[config.mk]
export PLATFORM = sky130hd
export DESIGN_NAME = pitch_sweep_sound_sequencer
export DESIGN_NICKNAME = d
export VERILOG_FILES = /design/src/rtl/pss_pkg.sv /design/src/rtl/pss_cfg.sv /design/src/rtl/pss_engine.sv /design/src/rtl/pitch_sweep_sound_sequencer.sv
export VERILOG_INCLUDE_DIRS = /design/src /design/src/rtl
export SDC_FILE = /design/constraint.sdc
export NUM_CORES = 1
export LEC_CHECK = 0
export BUFFER_PORTS_ARGS = -buffer_cell sky130_fd_sc_hd__buf_2
export CAP_MARGIN = 20
export CORE_ASPECT_RATIO = 1.75
export CORE_MARGIN = 2
export CORE_UTILIZATION = 55
export DETAILED_ROUTE_END_ITERATION = 7
export MAX_ROUTING_LAYER = met4
export PLACE_DENSITY = 0.77
export SKIP_LAST_GASP = 1
export SYNTH_ARGS = -nofsm -noshare
export SYNTH_HDL_FRONTEND = slang
export SYNTH_SLANG_ARGS = --single-unit
[constraint.sdc]
create_clock -name clk -period 5.76 [get_ports clk]
set_input_delay 1.44 -clock clk [delete_from_list [all_inputs] [get_ports clk]]
set_output_delay 1.44 -clock clk [all_outputs]
set_load 0.01 [all_outputs]
[src/rtl/assert_macros.svh]
// ----------------------------------------------------------------------------
// Assertion macros
// Clocked checks on clk, disabled while rst_n is low.
// ----------------------------------------------------------------------------
`ifndef ASSERT_MACROS_SVH
`define ASSERT_MACROS_SVH

// same-cycle implication
`define PSS_ASSERT_IMPLY(name, ante, cons) \
    name: assert property (@(posedge clk) disable iff (!rst_n) (ante) |-> (cons)) \
        else $error("pss check failed: same-cycle implication");

// next-cycle implication
`define PSS_ASSERT_NEXT(name, ante, cons) \
    name: assert property (@(posedge clk) disable iff (!rst_n) (ante) |=> (cons)) \
        else $error("pss check failed: next-cycle implication");

`endif

[src/rtl/pss_pkg.sv]
// ----------------------------------------------------------------------------
// pss_pkg
// Types and constants shared by the pitch sweep sound sequencer.
// ----------------------------------------------------------------------------
`default_nettype none

package pss_pkg;

    localparam int FREQ_W = 16;
    localparam int BYTE_W = 8;
    localparam int OP_W   = 2;
    localparam int IDX_W  = 3;

    localparam logic [OP_W-1:0] OP_INIT    = 2'd0;
    localparam logic [OP_W-1:0] OP_TRIGGER = 2'd1;
    localparam logic [OP_W-1:0] OP_TICK    = 2'd2;

    localparam logic [IDX_W-1:0] REG_START_FREQ   = 3'd0;
    localparam logic [IDX_W-1:0] REG_END_FREQ     = 3'd1;
    localparam logic [IDX_W-1:0] REG_STEP_SIZE    = 3'd2;
    localparam logic [IDX_W-1:0] REG_SWEEP_LEN    = 3'd3;
    localparam logic [IDX_W-1:0] REG_RELEASE_LEN  = 3'd4;
    localparam logic [IDX_W-1:0] REG_ATTACK_DECAY = 3'd5;
    localparam logic [IDX_W-1:0] REG_SUSTAIN_REL  = 3'd6;

    localparam logic [BYTE_W-1:0] CTL_SILENT   = 8'h00;
    localparam logic [BYTE_W-1:0] CTL_GATE_OFF = 8'h10;
    localparam logic [BYTE_W-1:0] CTL_GATE_ON  = 8'h11;

    localparam logic [FREQ_W-1:0] RST_START_FREQ   = 16'h1800;
    localparam logic [FREQ_W-1:0] RST_END_FREQ     = 16'h0300;
    localparam logic [FREQ_W-1:0] RST_STEP_SIZE    = 16'd448;
    localparam logic [BYTE_W-1:0] RST_SWEEP_LEN    = 8'd12;
    localparam logic [BYTE_W-1:0] RST_RELEASE_LEN  = 8'd5;
    localparam logic [BYTE_W-1:0] RST_ATTACK_DECAY = 8'h03;
    localparam logic [BYTE_W-1:0] RST_SUSTAIN_REL  = 8'h04;

    typedef enum logic [1:0] {
        PH_IDLE    = 2'd0,
        PH_SWEEP   = 2'd1,
        PH_RELEASE = 2'd2
    } phase_t;

    typedef struct packed {
        logic [FREQ_W-1:0] start_freq;
        logic [FREQ_W-1:0] end_freq;
        logic [FREQ_W-1:0] step_size;
        logic [BYTE_W-1:0] sweep_len;
        logic [BYTE_W-1:0] release_len;
        logic [BYTE_W-1:0] attack_decay;
        logic [BYTE_W-1:0] sustain_rel;
    } cfg_t;

    typedef struct packed {
        logic [FREQ_W-1:0] voice_frequency;
        logic [BYTE_W-1:0] voice_control;
        logic              gate_restarted;
        logic [BYTE_W-1:0] envelope_ad;
        logic [BYTE_W-1:0] envelope_sr;
        phase_t            phase;
    } result_t;

endpackage

`default_nettype wire

[src/rtl/pss_cfg.sv]
// ----------------------------------------------------------------------------
// pss_cfg
// Configuration register file, written through a plain write port.
// ----------------------------------------------------------------------------
`default_nettype none

module pss_cfg (
    input  wire logic                         clk,
    input  wire logic                         rst_n,
    input  wire logic                         cfg_we,
    input  wire logic [pss_pkg::IDX_W-1:0]    cfg_index,
    input  wire logic [pss_pkg::FREQ_W-1:0]   cfg_data,
    output pss_pkg::cfg_t                     cfg
);

    pss_pkg::cfg_t cfg_reg;
    pss_pkg::cfg_t cfg_next;

    always_comb
    begin
        cfg_next = cfg_reg;
        if (cfg_we)
        begin
            unique case (cfg_index)
                pss_pkg::REG_START_FREQ:   cfg_next.start_freq   = cfg_data;
                pss_pkg::REG_END_FREQ:     cfg_next.end_freq     = cfg_data;
                pss_pkg::REG_STEP_SIZE:    cfg_next.step_size    = cfg_data;
                pss_pkg::REG_SWEEP_LEN:    cfg_next.sweep_len    = cfg_data[pss_pkg::BYTE_W-1:0];
                pss_pkg::REG_RELEASE_LEN:  cfg_next.release_len  = cfg_data[pss_pkg::BYTE_W-1:0];
                pss_pkg::REG_ATTACK_DECAY: cfg_next.attack_decay = cfg_data[pss_pkg::BYTE_W-1:0];
                pss_pkg::REG_SUSTAIN_REL:  cfg_next.sustain_rel  = cfg_data[pss_pkg::BYTE_W-1:0];
                default:                   cfg_next = cfg_reg;
            endcase
        end
    end

    always_ff @(posedge clk or negedge rst_n)
    begin
        if (!rst_n)
        begin
            cfg_reg.start_freq   <= pss_pkg::RST_START_FREQ;
            cfg_reg.end_freq     <= pss_pkg::RST_END_FREQ;
            cfg_reg.step_size    <= pss_pkg::RST_STEP_SIZE;
            cfg_reg.sweep_len    <= pss_pkg::RST_SWEEP_LEN;
            cfg_reg.release_len  <= pss_pkg::RST_RELEASE_LEN;
            cfg_reg.attack_decay <= pss_pkg::RST_ATTACK_DECAY;
            cfg_reg.sustain_rel  <= pss_pkg::RST_SUSTAIN_REL;
        end
        else
        begin
            cfg_reg <= cfg_next;
        end
    end

    assign cfg = cfg_reg;

endmodule

`default_nettype wire

[src/rtl/pss_engine.sv]
// ----------------------------------------------------------------------------
// pss_engine
// Voice state and the per-word update for init, trigger and tick.
// ----------------------------------------------------------------------------
`default_nettype none

module pss_engine (
    input  wire logic                        clk,
    input  wire logic                        rst_n,
    input  wire logic                        fire,
    input  wire logic [pss_pkg::OP_W-1:0]    operation,
    input  wire logic [pss_pkg::BYTE_W-1:0]  frame_count,
    input  pss_pkg::cfg_t                    cfg,
    output pss_pkg::result_t                 result
);

    pss_pkg::phase_t             phase_reg, phase_next;
    logic [pss_pkg::BYTE_W-1:0]  frames_reg, frames_next;
    logic [pss_pkg::FREQ_W-1:0]  freq_reg, freq_next;
    logic [pss_pkg::BYTE_W-1:0]  last_frame_reg, last_frame_next;
    logic [pss_pkg::BYTE_W-1:0]  ctl_reg, ctl_next;
    logic [pss_pkg::BYTE_W-1:0]  ad_reg, ad_next;
    logic [pss_pkg::BYTE_W-1:0]  sr_reg, sr_next;
    logic                        restarted;
    logic [pss_pkg::FREQ_W:0]    floor_sum;
    logic [pss_pkg::BYTE_W-1:0]  frames_dec;
    logic                        advance;

    assign floor_sum  = {1'b0, cfg.end_freq} + {1'b0, cfg.step_size};
    assign frames_dec = frames_reg - 8'd1;
    assign advance    = (phase_reg != pss_pkg::PH_IDLE) && (frame_count != last_frame_reg);

    always_comb
    begin
        phase_next      = phase_reg;
        frames_next     = frames_reg;
        freq_next       = freq_reg;
        last_frame_next = last_frame_reg;
        ctl_next        = ctl_reg;
        ad_next         = ad_reg;
        sr_next         = sr_reg;
        restarted       = 1'b0;
        unique case (operation)
            pss_pkg::OP_INIT:
            begin
                ctl_next        = pss_pkg::CTL_SILENT;
                phase_next      = pss_pkg::PH_IDLE;
                last_frame_next = frame_count;
            end
            pss_pkg::OP_TRIGGER:
            begin
                ad_next     = cfg.attack_decay;
                sr_next     = cfg.sustain_rel;
                freq_next   = cfg.start_freq;
                ctl_next    = pss_pkg::CTL_GATE_ON;
                restarted   = 1'b1;
                frames_next = cfg.sweep_len;
                phase_next  = pss_pkg::PH_SWEEP;
            end
            pss_pkg::OP_TICK:
            begin
                if (advance)
                begin
                    last_frame_next = frame_count;
                    frames_next     = frames_dec;
                    unique case (phase_reg)
                        pss_pkg::PH_SWEEP:
                        begin
                            if ({1'b0, freq_reg} > floor_sum)
                                freq_next = freq_reg - cfg.step_size;
                            else
                                freq_next = cfg.end_freq;
                            if (frames_dec == '0)
                            begin
                                ctl_next    = pss_pkg::CTL_GATE_OFF;
                                frames_next = cfg.release_len;
                                phase_next  = pss_pkg::PH_RELEASE;
                            end
                        end
                        pss_pkg::PH_RELEASE:
                        begin
                            if (frames_dec == '0)
                            begin
                                ctl_next   = pss_pkg::CTL_SILENT;
                                freq_next  = '0;
                                phase_next = pss_pkg::PH_IDLE;
                            end
                        end
                        default:
                        begin
                            frames_next = frames_reg;
                        end
                    endcase
                end
            end
            default:
            begin
                phase_next = phase_reg;
            end
        endcase
    end

    always_ff @(posedge clk or negedge rst_n)
    begin
        if (!rst_n)
        begin
            phase_reg      <= pss_pkg::PH_IDLE;
            frames_reg     <= '0;
            freq_reg       <= '0;
            last_frame_reg <= '0;
            ctl_reg        <= pss_pkg::CTL_SILENT;
            ad_reg         <= '0;
            sr_reg         <= '0;
        end
        else if (fire)
        begin
            phase_reg      <= phase_next;
            frames_reg     <= frames_next;
            freq_reg       <= freq_next;
            last_frame_reg <= last_frame_next;
            ctl_reg        <= ctl_next;
            ad_reg         <= ad_next;
            sr_reg         <= sr_next;
        end
    end

    always_comb
    begin
        result.voice_frequency = freq_next;
        result.voice_control   = ctl_next;
        result.gate_restarted  = restarted;
        result.envelope_ad     = ad_next;
        result.envelope_sr     = sr_next;
        result.phase           = phase_next;
    end

endmodule

`default_nettype wire

[src/rtl/pitch_sweep_sound_sequencer.sv]
// ----------------------------------------------------------------------------
// pitch_sweep_sound_sequencer
// Falling-pitch effect sequencer for one tone voice: one result word for
// every command word, with input and output registers around the update.
// ----------------------------------------------------------------------------
//   channel   dir  handshake         payload
//   s_axis    in   tvalid / tready   tdata[15:0]: operation, frame_count
//   m_axis    out  tvalid / tready   tdata[47:0]: voice state after the word
//   cfg       in   cfg_we            cfg_index, cfg_data, no wait, no read-back
//
// One word per cycle sustained while m_axis is ready; each word passes the input
// register and then the result register around the state update.
// Reset clears the voice state and loads the register defaults; no sweep.
// A stalled m_axis holds its word while one more word waits in the input
// register; s_tready drops only when both are full.
// ----------------------------------------------------------------------------
`default_nettype none

module pitch_sweep_sound_sequencer (
    input  wire logic        clk,
    input  wire logic        rst_n,
    input  wire logic        s_axis_tvalid,
    output logic             s_axis_tready,
    // [1:0] operation, [9:2] frame_count, [15:10] zero
    input  wire logic [15:0] s_axis_tdata,
    output logic             m_axis_tvalid,
    input  wire logic        m_axis_tready,
    // [15:0] voice_frequency, [23:16] voice_control, [24] gate_restarted,
    // [32:25] envelope_ad, [40:33] envelope_sr, [42:41] phase, [47:43] zero
    output logic [47:0]      m_axis_tdata,
    input  wire logic        cfg_we,
    input  wire logic [2:0]  cfg_index,
    input  wire logic [15:0] cfg_data
);

    `include "assert_macros.svh"

    pss_pkg::cfg_t                 cfg;
    pss_pkg::result_t              result;
    pss_pkg::result_t              out_reg;
    logic                          in_valid_reg;
    logic [pss_pkg::OP_W-1:0]      op_reg;
    logic [pss_pkg::BYTE_W-1:0]    frame_reg;
    logic                          out_valid_reg;
    logic                          fire;

    assign fire          = in_valid_reg && (!out_valid_reg || m_axis_tready);
    assign s_axis_tready = !in_valid_reg || fire;

    pss_cfg u_cfg (
        .clk       (clk),
        .rst_n     (rst_n),
        .cfg_we    (cfg_we),
        .cfg_index (cfg_index),
        .cfg_data  (cfg_data),
        .cfg       (cfg)
    );

    pss_engine u_engine (
        .clk         (clk),
        .rst_n       (rst_n),
        .fire        (fire),
        .operation   (op_reg),
        .frame_count (frame_reg),
        .cfg         (cfg),
        .result      (result)
    );

    always_ff @(posedge clk or negedge rst_n)
    begin
        if (!rst_n)
        begin
            in_valid_reg  <= 1'b0;
            out_valid_reg <= 1'b0;
        end
        else
        begin
            if (s_axis_tready)
                in_valid_reg <= s_axis_tvalid;
            if (fire)
                out_valid_reg <= 1'b1;
            else if (m_axis_tready)
                out_valid_reg <= 1'b0;
        end
    end

    always_ff @(posedge clk)
    begin
        if (s_axis_tready && s_axis_tvalid)
        begin
            op_reg    <= s_axis_tdata[1:0];
            frame_reg <= s_axis_tdata[9:2];
        end
        if (fire)
            out_reg <= result;
    end

    assign m_axis_tvalid = out_valid_reg;
    assign m_axis_tdata  = {5'd0,
                            out_reg.phase,
                            out_reg.envelope_sr,
                            out_reg.envelope_ad,
                            out_reg.gate_restarted,
                            out_reg.voice_control,
                            out_reg.voice_frequency};

    `PSS_ASSERT_IMPLY(a_idle_silent,
        out_valid_reg && (out_reg.phase == pss_pkg::PH_IDLE),
        out_reg.voice_control == pss_pkg::CTL_SILENT)
    `PSS_ASSERT_IMPLY(a_restart_gate_on,
        out_valid_reg && out_reg.gate_restarted,
        (out_reg.phase == pss_pkg::PH_SWEEP) && (out_reg.voice_control == pss_pkg::CTL_GATE_ON))
    `PSS_ASSERT_NEXT(a_fill_output,
        in_valid_reg && !out_valid_reg,
        out_valid_reg)

endmodule

`default_nettype wire
==> metrics.md, run 1 <==
| Metric | Value |
|---|---|
| Internal Pwr Total | `3.11 mW` |
| Peak supply drop | `301 uV` |
| Synth area leader | `dfrtp_1` |
| Final Power | `4.66 mW` |
| Clock Path Buffers | `2` |
| Power per cell area | `414 nW/um2` |
| RD Place Congestion | `0.881` |
| Std cell rows | `65` |
| Fmax | `0.195 GHz` |
| Filler Cell Count | `1,434` |
| Slowest stage delay, CP | `0.41 ns` |
| Initial Util | `55.8%` |
| All-Layer GR Usage | `25.6%` |
| Slew Limit Fails | `0` |
| TritonCTS Sinks | `193` |
| Worst EP required | `5.90 ns` |
| Cell count of the worst reg-to-reg path | `20` |
| Top area cells in the synthesized netlist | `dfrtp_1 (31%), edfxtp_1 (16%), mux2_2 (12%)` |
| Post-layout instance area | `11,300 um2` |
| Min-Delay Path Depth | `1` |
| Sw Pwr | `1.55 mW` |
| IO buf count | `78` |
| Hold buffer count at CTS | `0` |
| N_diodes | `0` |
| Clock transition at path regs | `0.07 ns` |
| Synthesis-stage register bit count | `193` |
| Predominant post-synthesis flop cell | `dfrtp_1` |
| CP Capture Type | `flip-flop` |
| Die Width | `106 um` |
| Clock Power Share | `25.2%` |
| Critical path arrival | `5.27 ns` |
| Post-cts sizing count | `0` |
| First-pass GRT wire length | `37,000 um` |
| Dpl hpwl | `15,800 um` |
| CP max stage cell | `fa_1` |
| Syn Std Cell Area | `10,000 um2` |
| Register area | `5110 um2` |
| Max Cap Viol | `0` |
| Startpoint Class | `flip-flop` |
| Crit path max fanout | `12` |
| Setup TNS | `0 ns` |
| Multi-input gate area | `4650 um2` |
| Yosys Warn Count | `0` |
| Synth-to-layout area growth | `12.3%` |
| Setup repair bufs after CTS | `0` |
| Worst-Skew Late Latency | `0.45 ns` |
| Yosys top cell area share | `31.4%` |
| Kind of critical path | `flip-flop to flip-flop` |
| Final setup vio count | `0` |
| Routed vias/inst | `5.99` |
| Routed Antenna Nets | `0` |
| Core area | `18,000 um2` |
| CTS root buf | `clkbuf_16` |
| Slew Limit Headroom | `26.8%` |
| Pin count of the biggest net entering global routing | `110` |
| Gate power share | `32.5%` |
| CTS tree | `done` |
| Post-route minimum period | `5.12 ns` |
| WL/cell | `19.2 um` |
| Part of the power in registers | `42.3%` |
| Synth cell types | `71` |
| Ys async rst share | `72.5%` |
| Share of cells above drive strength 1 | `26.9%` |
| Die Area | `19,400 um2` |
| CTS Buf Count | `17` |
| Sequential area share after synthesis | `50.9%` |
| CTS H-tree lvls | `4` |
| Switching Share | `33.3%` |
| Post-Syn Instances | `861` |
| EDFF count, synth | `53` |
| Worst slew pin tran | `1.10 ns` |
| Vias in the first global route | `7,424` |
| Commonest non-fill, non-tap cell in the layout | `dfrtp_1` |
| Leakage power | `4.86 nW` |
| Cell mode on critical path | `a21oi_1` |
| Post-Route Utilization | `62.7%` |
| GRT overflow | `0` |
| Status | `complete, no violations` |
| Max FFs per register | `80` |
| Synth Area per Inst | `11.7 um2` |
| Iteration-0 DRC Markers | `325` |
| HP Class | `flip-flop to flip-flop` |
| Dpl cell area | `10,700 um2` |
| Critical-path cell list | `ha_1 -> fa_1 -> a21o_1 -> a21oi_1 -> o21ai_0 -> a21oi_1 -> o31ai_1 -> a21o_1 -> a21oi_1 -> xor2_1 -> ha_1 -> nand2_1 -> nor4_1 -> o31a_1 -> a2111oi_0 -> a31o_2 -> nor2_2 -> buf_4 -> mux2i_1 -> o21ai_0` |
| DR pass1 iterations | `5` |
| Die Y | `183 um` |
| Final hold vios | `0` |
| Unrepaired setup endpoints after global routing | `false` |
| Most frequent cells in the layout | `dfrtp_1 (126), mux2_2 (105), buf_2 (77)` |
| Initial antenna violation count | `0` |
| Residual DRC | `0` |
| Tcrit/Tclk final | `89.0%` |
| Detailed Route WL | `22,900 um` |
| I/O pin count | `90` |
| Worst Clk Skew | `0.00979 ns` |
| Via count | `7,121` |
| Nets | `1,039` |
cells by family after synthesis:
family                     synth area share (%)
DFF                                        50.9
muxes                                      13.0
AOI/OAI and AO/OA                          13.4
other                                    0.0374
and+or+nand+nor                            9.39
adders and majority gates                  7.38
buffers and inverters                      3.09
xor gates and xnor gates                   2.79
final cells by class:
cell class | count | share of cell area, %
tap | 234 | 2.60
inverter | 39 | 1.30
timing repair buffer | 88 | 4.36
clock inverter | 11 | 1.17
clock buffer | 21 | 4.00
multi-input combinational | 602 | 41.2
sequential | 193 | 45.4
through the flow:
step           setup WS, ns  hold WS, ns  instances
5_1_grt               0.222        0.513       1188
3_5_place_dp          0.676        0.482       1155
4_1_cts               0.661        0.502       1187
6_report              0.635        0.500       1188
2_1_floorplan          1.36        0.456        865
3_3_place_gp          0.698        0.476       1155
critical path, delay by kind of cell, from the launching register on:
| family | cells | cell delay (ns) |
|---|---|---|
| compound gates | 11 | 2.22 |
| fa+ha+maj | 3 | 0.93 |
| simple gates | 3 | 0.61 |
| flops | 1 | 0.40 |
| buf+inv | 1 | 0.31 |
| mux | 1 | 0.26 |
| xor+xnor | 1 | 0.09 |
worst paths after layout:
path                                  endpoint  slack [ns]                 from
max                            m_axis_tdata[5]        0.64        u_cfg.cfg[32]
min                        u_engine.ctl_reg[3]        0.50  u_engine.ctl_reg[3]
max reg2reg                    m_axis_tdata[5]        0.64        u_cfg.cfg[32]
min reg2reg                u_engine.ctl_reg[3]        0.50  u_engine.ctl_reg[3]
max in group asynchronous         u_cfg.cfg[2]        4.00                rst_n
min in group asynchronous        u_cfg.cfg[77]        0.94                rst_n
cell usage after synthesis, drive strengths merged, types with 3 or more instances:
cell type	instances
a31oi	4
a211oi	5
dfstp	14
o21a	6
inv	39
a2111oi	3
o21bai	4
edfxtp	53
and2	3
o31a	3
nor2	43
nand2	48
clkbuf	17
nor2b	19
nor3	14
nand3	9
xor2	18
ha	56
o311a	3
nand2b	13
mux2	105
or3	9
o22ai	7
nor4	6
a22oi	31
buf	14
o21ai	75
nand4b	4
or2	6
mux2i	12
xnor2	14
a21o	12
dfrtp	126
o31ai	6
a21oi	27
power groups by stage:
stage                     sequential [mW]  combinational (mW)  clock, mW
after floorplan                      1.95                1.14          0
after global placement               1.98                1.46          0
after detailed placement             1.99                1.50          0
after CTS                            1.97                1.52       1.20
after global routing                 2.01                1.69       1.25
final                                1.97                1.52       1.17
routing by layer:
metal,vias to the layer above,wire length [um],track usage [%]
met5,-,0,-
met4,0,1220,14.5
met3,73,913,4.39
met2,205,12400,45.3
met1,3534,8350,26.6
li1,3309,-,-
Power figures use the tool's default switching activity.
==> run 2: changes to the inputs <==
--- a/config.mk
+++ b/config.mk
@@ -11,6 +11,7 @@
 export CORE_ASPECT_RATIO = 1.75
 export CORE_MARGIN = 2
 export CORE_UTILIZATION = 55
+export CTS_BUF_LIST = sky130_fd_sc_hd__clkbuf_16
 export DETAILED_ROUTE_END_ITERATION = 7
 export MAX_ROUTING_LAYER = met4
 export PLACE_DENSITY = 0.77
==> run 2 against run 1 <==
Against the previous run: global-route usage is essentially flat; die area unchanged; via count rose by 0.28%; combinational power barely moved; critical path depth did not move; clock skew shrank 0.00078 ns; critical path type unchanged; critical endpoint unchanged; largest cell class unchanged; largest power group unchanged.
==> metrics.md, run 2 (same netlist as run 1, synthesis figures left out) <==
| Metric | Value |
|---|---|
| Status | `complete, no violations (unchanged)` |
| Met1 Wirelength | `8100 um (was 8350 um)` |
| Commonest non-fill, non-tap cell in the layout | `dfrtp_1 (unchanged)` |
| Startpoint Class | `flip-flop (unchanged)` |
| Cell mode on critical path | `a21oi_1 (unchanged)` |
| Initial Util | `55.8% (unchanged)` |
| Share of cells above drive strength 1 | `26.8% (was 26.9%)` |
| CTS Buf Count | `17 (unchanged)` |
| Worst slew pin tran | `1.11 ns (was 1.10 ns)` |
| WP depth | `20 (unchanged)` |
| CP max stage cell | `fa_1 (unchanged)` |
| Critical path arrival | `5.24 ns (was 5.27 ns)` |
| Min-Delay Path Depth | `1 (unchanged)` |
| Worst-Skew Late Latency | `0.45 ns (about the same)` |
| Unrepaired setup endpoints after global routing | `false (unchanged)` |
| WL/cell | `19.2 um (about the same)` |
| Peak supply drop | `300 uV (was 301 uV)` |
| TritonCTS Sinks | `193 (unchanged)` |
| DP Cell Count | `1,155 (unchanged)` |
| Iteration-0 DRC Markers | `322 (was 325)` |
| CTS root buf | `clkbuf_16 (unchanged)` |
| CP top delay family | `compound AO/OA/AOI/OAI gates (unchanged)` |
| Routed Antenna Nets | `0 (unchanged)` |
| Core area | `18,000 um2 (unchanged)` |
| Top sig layer | `met4 (unchanged)` |
| Clock Path Buffers | `2 (unchanged)` |
| DR pass1 iterations | `5 (unchanged)` |
| WP buf/inv | `1 (unchanged)` |
| Worst Clk Skew | `0.00901 ns (was 0.00979 ns)` |
| Slew Limit Fails | `0 (unchanged)` |
| Synth-to-layout area growth | `12.2% (was 12.3%)` |
| I/O pin count | `90 (unchanged)` |
| Cell count of the worst reg-to-reg path | `20 (unchanged)` |
| Die Y | `183 um (unchanged)` |
| Slowest stage delay, CP | `0.41 ns (about the same)` |
| Pin count of the biggest net entering global routing | `110 (unchanged)` |
| Post-layout instance area | `11,300 um2 (about the same)` |
| IO buf count | `78 (unchanged)` |
| Setup repair bufs after CTS | `0 (unchanged)` |
| Setup TNS | `0 ns (unchanged)` |
| Dpl ws | `0.676 ns (unchanged)` |
| RD Place Congestion | `0.881 (unchanged)` |
| Nets | `1,039 (unchanged)` |
| Leakage power | `4.86 nW (about the same)` |
| Die Width | `106 um (unchanged)` |
| Hold buffer count at CTS | `0 (unchanged)` |
| Std cell rows | `65 (unchanged)` |
| Non-Filler Instances | `1,188 (unchanged)` |
| Max Cap Viol | `0 (unchanged)` |
| Fmax | `0.196 GHz (was 0.195 GHz)` |
| Clock transition at path regs | `0.07 ns (about the same)` |
| Dpl hpwl | `15,800 um (unchanged)` |
| GRT overflow | `0 (unchanged)` |
| N_diodes | `0 (unchanged)` |
| Worst EP required | `5.90 ns (about the same)` |
| Post-cts sizing count | `0 (unchanged)` |
| Via count | `7,141 (was 7,121)` |
| Max FFs per register | `80 (unchanged)` |
| Critical-path cell list | `ha_1 -> fa_1 -> a21o_1 -> a21oi_1 -> o21ai_0 -> a21oi_1 -> o31ai_1 -> a21o_1 -> a21oi_1 -> xor2_1 -> ha_1 -> nand2_1 -> nor4_1 -> o31a_1 -> a2111oi_0 -> a31o_2 -> nor2_2 -> buf_4 -> mux2i_1 -> o21ai_0 (unchanged)` |
| WL met2 | `12,300 um (was 12,400 um)` |
| CP Capture Type | `flip-flop (unchanged)` |
| R2R Setup Slk | `0.67 ns (was 0.64 ns)` |
| Post-Route Utilization | `62.7% (about the same)` |
| Final hold vios | `0 (unchanged)` |
| Tcrit/Tclk final | `88.4% (was 89.0%)` |
| Initial antenna violation count | `0 (unchanged)` |
| Kind of critical path | `flip-flop to flip-flop (unchanged)` |
| Slew Limit Headroom | `26.2% (was 26.8%)` |
| Die Area | `19,400 um2 (unchanged)` |
| Met3 routed WL | `1110 um (was 913 um)` |
| Most frequent cells in the layout | `dfrtp_1 (126), mux2_2 (105), buf_2 (77) (unchanged)` |
| Dpl cell area | `10,700 um2 (unchanged)` |
| All-Layer GR Usage | `25.7% (was 25.6%)` |
| Power per cell area | `412 nW/um2 (was 414 nW/um2)` |
| Worst setup slack after layout | `0.665 ns (was 0.635 ns)` |
| Final setup vio count | `0 (unchanged)` |
| First-pass GRT wire length | `37,000 um (about the same)` |
| Post-route minimum period | `5.09 ns (was 5.12 ns)` |
| Detailed Route WL | `22,800 um (was 22,900 um)` |
| Vias in the first global route | `7,422 (was 7,424)` |
| Routed vias/inst | `6.01 (was 5.99)` |
| CTS H-tree lvls | `4 (unchanged)` |
| HP Class | `flip-flop to flip-flop (unchanged)` |
| CTS tree | `done (unchanged)` |
| Residual DRC | `0 (unchanged)` |
| Crit path max fanout | `12 (unchanged)` |
-- run 2: cell count changes in the layout (fill, tap and decap cells not counted), sizes merged --
cell | before | now
inv | 41 | 44
clkbuf | 21 | 17
clkinv | 7 | 8
-- run 2: final timing paths --
path / start / endpoint
hold reg to reg: u_engine.ctl_reg[2] / u_engine.ctl_reg[2]
hold / removal: u_engine.ctl_reg[2] / u_engine.ctl_reg[2]
min in group asynchronous: rst_n / u_cfg.cfg[77]
max in group asynchronous: rst_n / u_cfg.cfg[2]
setup reg to reg: u_cfg.cfg[32] / m_axis_tdata[5]
setup / recovery: u_cfg.cfg[32] / m_axis_tdata[5]
-- run 2: where the power goes --
part / internal [mW] / switching, mW / total [mW]
clock: 0.637 / 0.519 / 1.16
sequential: 1.75 / 0.222 / 1.97
combinational: 0.706 / 0.811 / 1.52
total: 3.09 / 1.55 / 4.64
-- run 2: metal layers --
| layer | vias to the layer above | GRT usage [%] |
|---|---|---|
| li1 | 3317 | - |
| met1 | 3499 | 26.6 |
| met2 | 239 | 45.3 |
| met3 | 86 | 4.39 |
| met4 | 0 | 14.8 |
| met5 | - | - |
-- run 2: metrics by stage --
stage	total power [mW]	hold slack, ns
final	4.64	0.500
after global routing	4.93	0.513
after CTS	4.67	0.502
after floorplan	3.09	0.456
after global placement	3.43	0.476
after detailed placement	3.49	0.482
-- run 2: cell type report --
type / count / area (um2)
multi-input cells: 602 / 4650
well taps: 234 / 293
inverters: 39 / 146
clock inverters: 15 / 146
fillers: 1429 / 6710
repair buffers: 88 / 492
clock buffers: 17 / 425
flip-flops and latches: 193 / 5110
-- run 2: worst reg2reg max path, delay by kind of cell, from the launching register on --
kind,cells,cell delay [ns]
AO/OA/AOI/OAI,11,2.19
XOR/XNOR,1,0.09
adder cells (fa/ha/maj),3,0.93
buffers and inverters,1,0.31
flip-flops,1,0.40
multiplexers,1,0.27
AND/OR/NAND/NOR,3,0.61
